==> config.mk <==
export PLATFORM = sky130hd
export DESIGN_NAME = miller_rabin_round
export DESIGN_NICKNAME = d
export VERILOG_FILES = /design/src/sv/mrr_pkg.sv /design/src/sv/mrr_mulmod.sv /design/src/sv/miller_rabin_round.sv
export SDC_FILE = /design/constraint.sdc
export NUM_CORES = 2
export LEC_CHECK = 0
export BUFFER_PORTS_ARGS = -buffer_cell sky130_fd_sc_hd__buf_2
export CORE_ASPECT_RATIO = 1.25
export CORE_UTILIZATION = 25
export CTS_CLUSTER_SIZE = 16
export DETAILED_ROUTE_END_ITERATION = 8
export PLACE_DENSITY_LB_ADDON = 0.08
export SYNTH_ARGS = -nofsm -noshare
export SYNTH_HDL_FRONTEND = slang
export SYNTH_SLANG_ARGS = --single-unit
==> constraint.sdc <==
create_clock -name clk -period 24.9 [get_ports clk]
set_input_delay 4.98 -clock clk [delete_from_list [all_inputs] [get_ports clk]]
set_output_delay 4.98 -clock clk [all_outputs]
set_load 0.1 [all_outputs]
==> src/sv/mrr_pkg.sv <==
package mrr_pkg;

  // Width of the candidate and witness ports.
  localparam int CAND_W = 63;

  typedef logic [1:0] verdict_t;

  localparam verdict_t VERDICT_TRIVIAL = 2'd0;
  localparam verdict_t VERDICT_WITNESS = 2'd1;
  localparam verdict_t VERDICT_PRIME   = 2'd2;

  typedef enum logic [2:0] {
    ST_IDLE,
    ST_REDUCE,
    ST_POW_CHECK,
    ST_POW_MUL,
    ST_POW_SQR,
    ST_SQ_CHECK,
    ST_SQ_MUL,
    ST_DONE
  } state_t;

endpackage

==> src/sv/mrr_mulmod.sv <==
module mrr_mulmod #(
  parameter int W = 63
) (
  input  logic         clk,
  input  logic         rst,
  input  logic         start,
  input  logic [W-1:0] a,
  input  logic [W-1:0] b,
  input  logic [W-1:0] m,
  output logic         done,
  output logic [W-1:0] prod
);

  logic         busy;
  logic [W-1:0] ar;
  logic [W-1:0] br;
  logic [W-1:0] acc;

  logic [W:0]   acc_sum;
  logic [W:0]   acc_red;
  logic [W:0]   a_dbl;
  logic [W:0]   a_red;

  // Both operands stay below m, so one conditional subtract keeps each below m.
  assign acc_sum = {1'b0, acc} + {1'b0, ar};
  assign acc_red = (acc_sum >= {1'b0, m}) ? (acc_sum - {1'b0, m}) : acc_sum;
  assign a_dbl   = {ar, 1'b0};
  assign a_red   = (a_dbl >= {1'b0, m}) ? (a_dbl - {1'b0, m}) : a_dbl;

  assign done = busy && (br == '0);
  assign prod = acc;

  always_ff @(posedge clk) begin
    if (rst) begin
      busy <= 1'b0;
    end else if (start) begin
      busy <= 1'b1;
    end else if (done) begin
      busy <= 1'b0;
    end
  end

  always_ff @(posedge clk) begin
    if (start) begin
      ar  <= a;
      br  <= b;
      acc <= '0;
    end else if (busy && (br != '0)) begin
      if (br[0]) begin
        acc <= acc_red[W-1:0];
      end
      ar <= a_red[W-1:0];
      br <= br >> 1;
    end
  end

endmodule

==> src/sv/miller_rabin_round.sv <==
// Channel  Handshake           Fields
// -------  ------------------  ---------------------------------
// in       in_valid/in_ready   candidate[62:0], witness[62:0]
// out      out_valid/out_ready verdict[1:0]
//
// A trivially composite candidate goes from idle straight to the done state.
// Otherwise the witness is reduced bit by bit, then up to about 125 modular
// multiplications run on the single shift-add unit. Reset clears the sequencer
// and out_valid; in_ready is high only when the sequencer is idle. A result
// waiting on out_ready does not stop the next item from being accepted and
// worked on.
module miller_rabin_round #(
  parameter int VALUE_BITS = 63
) (
  input  logic                        clk,
  input  logic                        rst,
  input  logic                        in_valid,
  output logic                        in_ready,
  input  logic [mrr_pkg::CAND_W-1:0]  candidate,
  input  logic [mrr_pkg::CAND_W-1:0]  witness,
  output logic                        out_valid,
  input  logic                        out_ready,
  output mrr_pkg::verdict_t           verdict
);
  import mrr_pkg::*;

  localparam int N  = VALUE_BITS;
  localparam int CW = $clog2(VALUE_BITS + 1);

  state_t state, state_next;

  logic [N-1:0]  cand;
  logic          trivial;

  logic [N-1:0]  p;
  logic [N-1:0]  pm1;
  logic [N-1:0]  wsh;
  logic [N-1:0]  rem;
  logic [N-1:0]  s;
  logic [N-1:0]  e;
  logic [N-1:0]  ex;
  logic [N-1:0]  base;
  logic [N-1:0]  x;
  logic [CW-1:0] cnt;
  verdict_t      vhold;

  logic [N:0]    rsh;
  logic [N:0]    rem_red;
  logic [N-1:0]  s_next;
  logic          sq_go;

  logic          mul_start;
  logic [N-1:0]  mul_a;
  logic [N-1:0]  mul_b;
  logic          mul_done;
  logic [N-1:0]  mul_prod;

  assign cand    = candidate[N-1:0];
  assign trivial = (cand[N-1:1] == '0) || ((cand != N'(2)) && !cand[0]);

  // Restoring reduction of the witness, one bit per cycle.
  assign rsh     = {rem, wsh[N-1]};
  assign rem_red = (rsh >= {1'b0, p}) ? (rsh - {1'b0, p}) : rsh;
  assign s_next  = s[0] ? s : (s >> 1);

  assign sq_go = (ex != pm1) && (x != N'(1)) && (x != pm1);

  assign in_ready = (state == ST_IDLE);

  mrr_mulmod #(
    .W(N)
  ) u_mul (
    .clk  (clk),
    .rst  (rst),
    .start(mul_start),
    .a    (mul_a),
    .b    (mul_b),
    .m    (p),
    .done (mul_done),
    .prod (mul_prod)
  );

  always_ff @(posedge clk) begin
    if (rst) begin
      state <= ST_IDLE;
    end else begin
      state <= state_next;
    end
  end

  always_comb begin
    state_next = state;
    mul_start  = 1'b0;
    mul_a      = base;
    mul_b      = base;
    unique case (state)
      ST_IDLE: begin
        if (in_valid) begin
          state_next = trivial ? ST_DONE : ST_REDUCE;
        end
      end
      ST_REDUCE: begin
        if (cnt == CW'(1)) begin
          state_next = ST_POW_CHECK;
        end
      end
      ST_POW_CHECK: begin
        if (e == '0) begin
          state_next = ST_SQ_CHECK;
        end else if (e[0]) begin
          mul_start  = 1'b1;
          mul_a      = x;
          state_next = ST_POW_MUL;
        end else begin
          mul_start  = 1'b1;
          state_next = ST_POW_SQR;
        end
      end
      ST_POW_MUL: begin
        if (mul_done) begin
          mul_start  = 1'b1;
          state_next = ST_POW_SQR;
        end
      end
      ST_POW_SQR: begin
        if (mul_done) begin
          state_next = ST_POW_CHECK;
        end
      end
      ST_SQ_CHECK: begin
        if (sq_go) begin
          mul_start  = 1'b1;
          mul_a      = x;
          mul_b      = x;
          state_next = ST_SQ_MUL;
        end else begin
          state_next = ST_DONE;
        end
      end
      ST_SQ_MUL: begin
        if (mul_done) begin
          state_next = ST_SQ_CHECK;
        end
      end
      ST_DONE: begin
        if (!out_valid || out_ready) begin
          state_next = ST_IDLE;
        end
      end
      default: begin
        state_next = ST_IDLE;
      end
    endcase
  end

  always_ff @(posedge clk) begin
    case (state)
      ST_IDLE: begin
        if (in_valid) begin
          p     <= cand;
          pm1   <= cand - N'(1);
          s     <= cand - N'(1);
          wsh   <= witness[N-1:0];
          rem   <= '0;
          cnt   <= CW'(VALUE_BITS);
          vhold <= VERDICT_TRIVIAL;
        end
      end
      ST_REDUCE: begin
        wsh <= wsh << 1;
        rem <= rem_red[N-1:0];
        s   <= s_next;
        cnt <= cnt - CW'(1);
        if (cnt == CW'(1)) begin
          base <= rem_red[N-1:0];
          x    <= N'(1);
          e    <= s_next;
          ex   <= s_next;
        end
      end
      ST_POW_MUL: begin
        if (mul_done) begin
          x <= mul_prod;
        end
      end
      ST_POW_SQR: begin
        if (mul_done) begin
          base <= mul_prod;
          e    <= e >> 1;
        end
      end
      ST_SQ_CHECK: begin
        if (!sq_go) begin
          vhold <= ((x != pm1) && !ex[0]) ? VERDICT_WITNESS : VERDICT_PRIME;
        end
      end
      ST_SQ_MUL: begin
        if (mul_done) begin
          x  <= mul_prod;
          ex <= ex << 1;
        end
      end
      default: begin
      end
    endcase
  end

  always_ff @(posedge clk) begin
    if (rst) begin
      out_valid <= 1'b0;
    end else if ((state == ST_DONE) && (!out_valid || out_ready)) begin
      out_valid <= 1'b1;
    end else if (out_ready) begin
      out_valid <= 1'b0;
    end
  end

  always_ff @(posedge clk) begin
    if ((state == ST_DONE) && (!out_valid || out_ready)) begin
      verdict <= vhold;
    end
  end

  // Anything past the trivial check works on an odd candidate or on 2.
  a_cand_ok: assert property (@(posedge clk) disable iff (rst)
    (state == ST_POW_CHECK || state == ST_SQ_CHECK) |-> (p[0] || p == N'(2)))
    else $error("working on a trivially composite candidate");

  // The running value always stays reduced below the candidate.
  a_x_reduced: assert property (@(posedge clk) disable iff (rst)
    (state == ST_POW_CHECK || state == ST_SQ_CHECK) |-> (x < p && base < p))
    else $error("running value not reduced");

  // The squaring exponent never passes candidate-1.
  a_ex_bound: assert property (@(posedge clk) disable iff (rst)
    (state == ST_SQ_CHECK) |-> (ex <= pm1))
    else $error("squaring exponent overran");

  // The multiplier only finishes while the sequencer waits on it.
  a_mul_owner: assert property (@(posedge clk) disable iff (rst)
    mul_done |-> (state == ST_POW_MUL || state == ST_POW_SQR || state == ST_SQ_MUL))
    else $error("multiplier finished outside a wait state");

endmodule
==> summary.md <==
| Metric | Value |
|---|---|
| Antenna-violating nets left | `0` |
| CTS tree | `done` |
| Max Slew Vio Count | `0` |
| Top_reg_cell synth | `edfxtp_1` |
| Starting density of the core | `0.252` |
| Port buffer count | `133` |
| Post-synth EDFFs | `~700` |
| Family with the most delay on the worst path | `compound AO/OA/AOI/OAI gates` |
| Status | `complete, no violations` |
| Nets | `between 5000 and 6000` |
| Total number of vias | `between 40000 and 50000` |
| Worst-skew pair later-pin latency | `roughly 730 ps` |
| Maximum clock path buffer count | `3` |
| R2r setup slk | `16470 ps` |
| Core area | `approximately 200000 um2` |
| CP startpoint kind | `flop` |
| HP Class | `reg -> reg` |
| Crit path capture type | `flop` |
| Hold_sp | `vhold[0]$_SDFFCE_PN0P_` |
| Final Hold Viols | `0` |
| Post-route cell area | `~57000 um2` |
| Initial antenna violation count | `10` |
| P&R area growth vs syn | `12.7%` |
| Max_slew headroom | `0.181` |
| Critical Path Source | `u_mul.ar[0]$_DFFE_PP_` |
| Placement Rows | `184` |
| MaxCap Viol Count | `0` |
| Die Wd | `between 400 and 500 um` |
| Number of DRC markers in iteration 0 | `2973` |
| Async S/R FF share, synth | `0` |
| Hold Buf Count CTS | `0` |
| Clk_skew | `just under 20 ps` |
| Synth cell types | `82` |
| Die area | `a little over 200000 um2` |
| Global-route wire length before repair | `between 200 and 300 mm` |
| DR WL/cell | `~26 um` |
| Placement Cell Area | `~54000 um2` |
| Placed Cells | `7986` |
| Fin Setup TNS | `0 ps` |
| Post-CTS sizing | `0` |
| Total clock buffers created by CTS | `90` |
| Io pins | `~130` |
| Post-synthesis sequential area ratio | `0.443` |
| RSZ-0062 raised after global routing | `false` |
| Slowest CP cell | `o21ai_0` |
| Total grt overflow | `0` |
| Synthesized Nets | `5774` |
| Post-route minimum period | `8430 ps` |
| Synthesized area | `~51000 um2` |
| Fraction of layout cells with a size suffix above 1 | `0.0701` |
| Clk slew on worst S/H paths | `around 60 ps` |
| Crit path largest cell delay | `710 ps` |
| CP Data Required Time | `between 20000 and 30000 ps` |
| Post-Syn Instances | `5384` |
| Total global routing track utilization | `0.202` |
| Clock sink count | `around 770` |
| Crit path max fanout | `63` |
| Die height | `between 500 and 600 um` |
| Vias in the first global route | `41400` |
| Pre-antenna DRT Iters | `5` |
| Period utilization | `0.339` |
| Critical R2R Launch | `u_mul.ar[0]$_DFFE_PP_` |
| Largest net degree at the start of global routing | `roughly 140` |
| Gpl congestion | `between 0.8 and 0.9` |
| Worst path buffer plus inverter count | `2` |
| Max Freq | `between 100 and 150 MHz` |
| Via density | `5.05` |
| Root Driver | `clkbuf_16` |
| Detailed Place HPWL | `about 160 mm` |
| Worst-Margin Slew | `between 1000 and 1500 ps` |
| Layout fillers | `~22000` |
| Final setup viols | `0` |
| # Post-CTS Setup Buffers | `0` |
| Post-Layout Cell Count | `approximately 8000` |
| Post-synthesis register bit count | `between 700 and 800` |
| H-tree depth | `3` |
| CP Class | `reg -> reg` |
| Synth warn | `0` |
| Routed WL | `~210 mm` |
| Critical Path AT | `about 9000 ps` |
| Post-route DRC | `0` |
| Synth Area per Inst | `about 9.4 um2` |
| Crit path cell chain | `ha_1 -> fa_1 -> a211o_1 -> a2111oi_0 -> o21ai_0 -> o2111ai_1 -> a211oi_1 -> o21ai_0 -> nor3b_1 -> a21oi_1 -> mux2i_1 -> and2_1 -> ha_1 -> nor2b_1 -> a2111oi_0 -> o211ai_1 -> nor3_4 -> buf_4 -> buf_4 -> nand2_1 -> o221ai_1 -> a21oi_1` |
[sequential cells by signal (all words and copies together) (netlist names)]
| register | flops |
|---|---|
| u_mul.busy | 1 |
| pm1 | 63 |
| s | 63 |
| e | 63 |
| ex | 63 |
| state | 3 |
| x | 63 |
| u_mul.br | 63 |
| u_mul.ar | 63 |
| base | 63 |
| out_valid | 1 |
| rem | 63 |
| cnt | 6 |
| verdict | 2 |
| u_mul.prod | 63 |
| p | 63 |
| vhold | 2 |
| wsh | 63 |
[cell type report]
class	instances	area (um2)	area share
inverter	152	571	0.00999
timing repair buffer	197	1160	0.0203
tap	2697	3370	0.0591
antenna	10	25.0	0.000438
clock inverter	48	442	0.00773
clock buffer	112	2390	0.0419
sequential	771	22500	0.393
multi-input combinational	4169	26700	0.467
[metrics by stage]
stage,hold WS [ps],setup WS [ps],utilization
floorplan,400,13850,-
global placement,424,16040,0.270
detailed placement,420,16010,0.270
CTS,435,16080,0.284
global route,453,15680,0.284
finish,437,16470,0.284
[Yosys cell counts, types with 26 or more instances]
cell      number  area share
xnor2_1      144       0.025
inv_1        152       0.011
mux2i_1      228       0.045
ha_1         256       0.063
o21a_1        34      0.0050
nor2_1       549       0.041
a211oi_1      78       0.012
nand2_1      532       0.039
o31ai_1       26      0.0039
nand3_1       80      0.0079
o21bai_1      53      0.0079
nand2b_1      38      0.0047
nor2b_1       50      0.0062
nor3_1       102       0.010
clkbuf_1     259       0.019
nand4_1       90       0.011
a21o_1       143       0.021
xor2_1       260       0.045
and2_1        29      0.0036
dfxtp_1       68       0.027
a21oi_1      583       0.058
edfxtp_1     703        0.42
nor4_1       101       0.012
and3_1       103       0.013
o211ai_1      57      0.0084
a31oi_1       50      0.0062
o21ai_0      342       0.034
[final timing paths]
path / cells past startpoint / end
max reg2reg: 22 / u_mul.prod[61]$_SDFFE_PP0P_
max: 22 / u_mul.prod[61]$_SDFFE_PP0P_
min reg2reg: 0 / verdict[0]$_DFFE_PP_
min: 0 / verdict[0]$_DFFE_PP_
[layer usage]
metal,part of all wire,GRT usage
met1,0.46,0.269
met2,0.47,0.335
met3,0.029,0.0161
met4,0.040,0.0820
met5,0,0
[layout by cell type (no fill, tap or decap), drive strengths merged, types with 11 or more instances in the layout]
master / count
nand2b: 38
or2: 12
or3: 23
xnor2: 144
a31oi: 50
a2111oi: 13
clkbuf: 112
nor2: 549
nor2b: 50
a21oi: 584
edfxtp: 703
a21o: 143
nand3: 82
o21a: 34
o31ai: 26
a211o: 14
a21boi: 13
and3: 103
ha: 256
inv: 156
nor4: 103
clkinv: 34
nand4: 90
or4: 12
and2: 29
mux2i: 228
buf: 197
nand2: 532
dfxtp: 68
a221oi: 11
nor3: 104
xor2: 260
a211oi: 78
o21bai: 53
o211ai: 57
o21ai: 343
[cell families after synthesis]
logic type,count (synthesis),share of synthesized area
AND/OR/NAND/NOR,1760,0.162
AO/OA/AOI/OAI,1516,0.181
buffers and inverters,444,0.0332
multiplexers,229,0.0453
XOR/XNOR,404,0.0698
adder cells (fa/ha/maj),260,0.0648
flip-flops,771,0.443
Power is left out: the tool's default activity adds up to more than one toggle a clock period on the data nets, which glitch-free logic cannot reach.
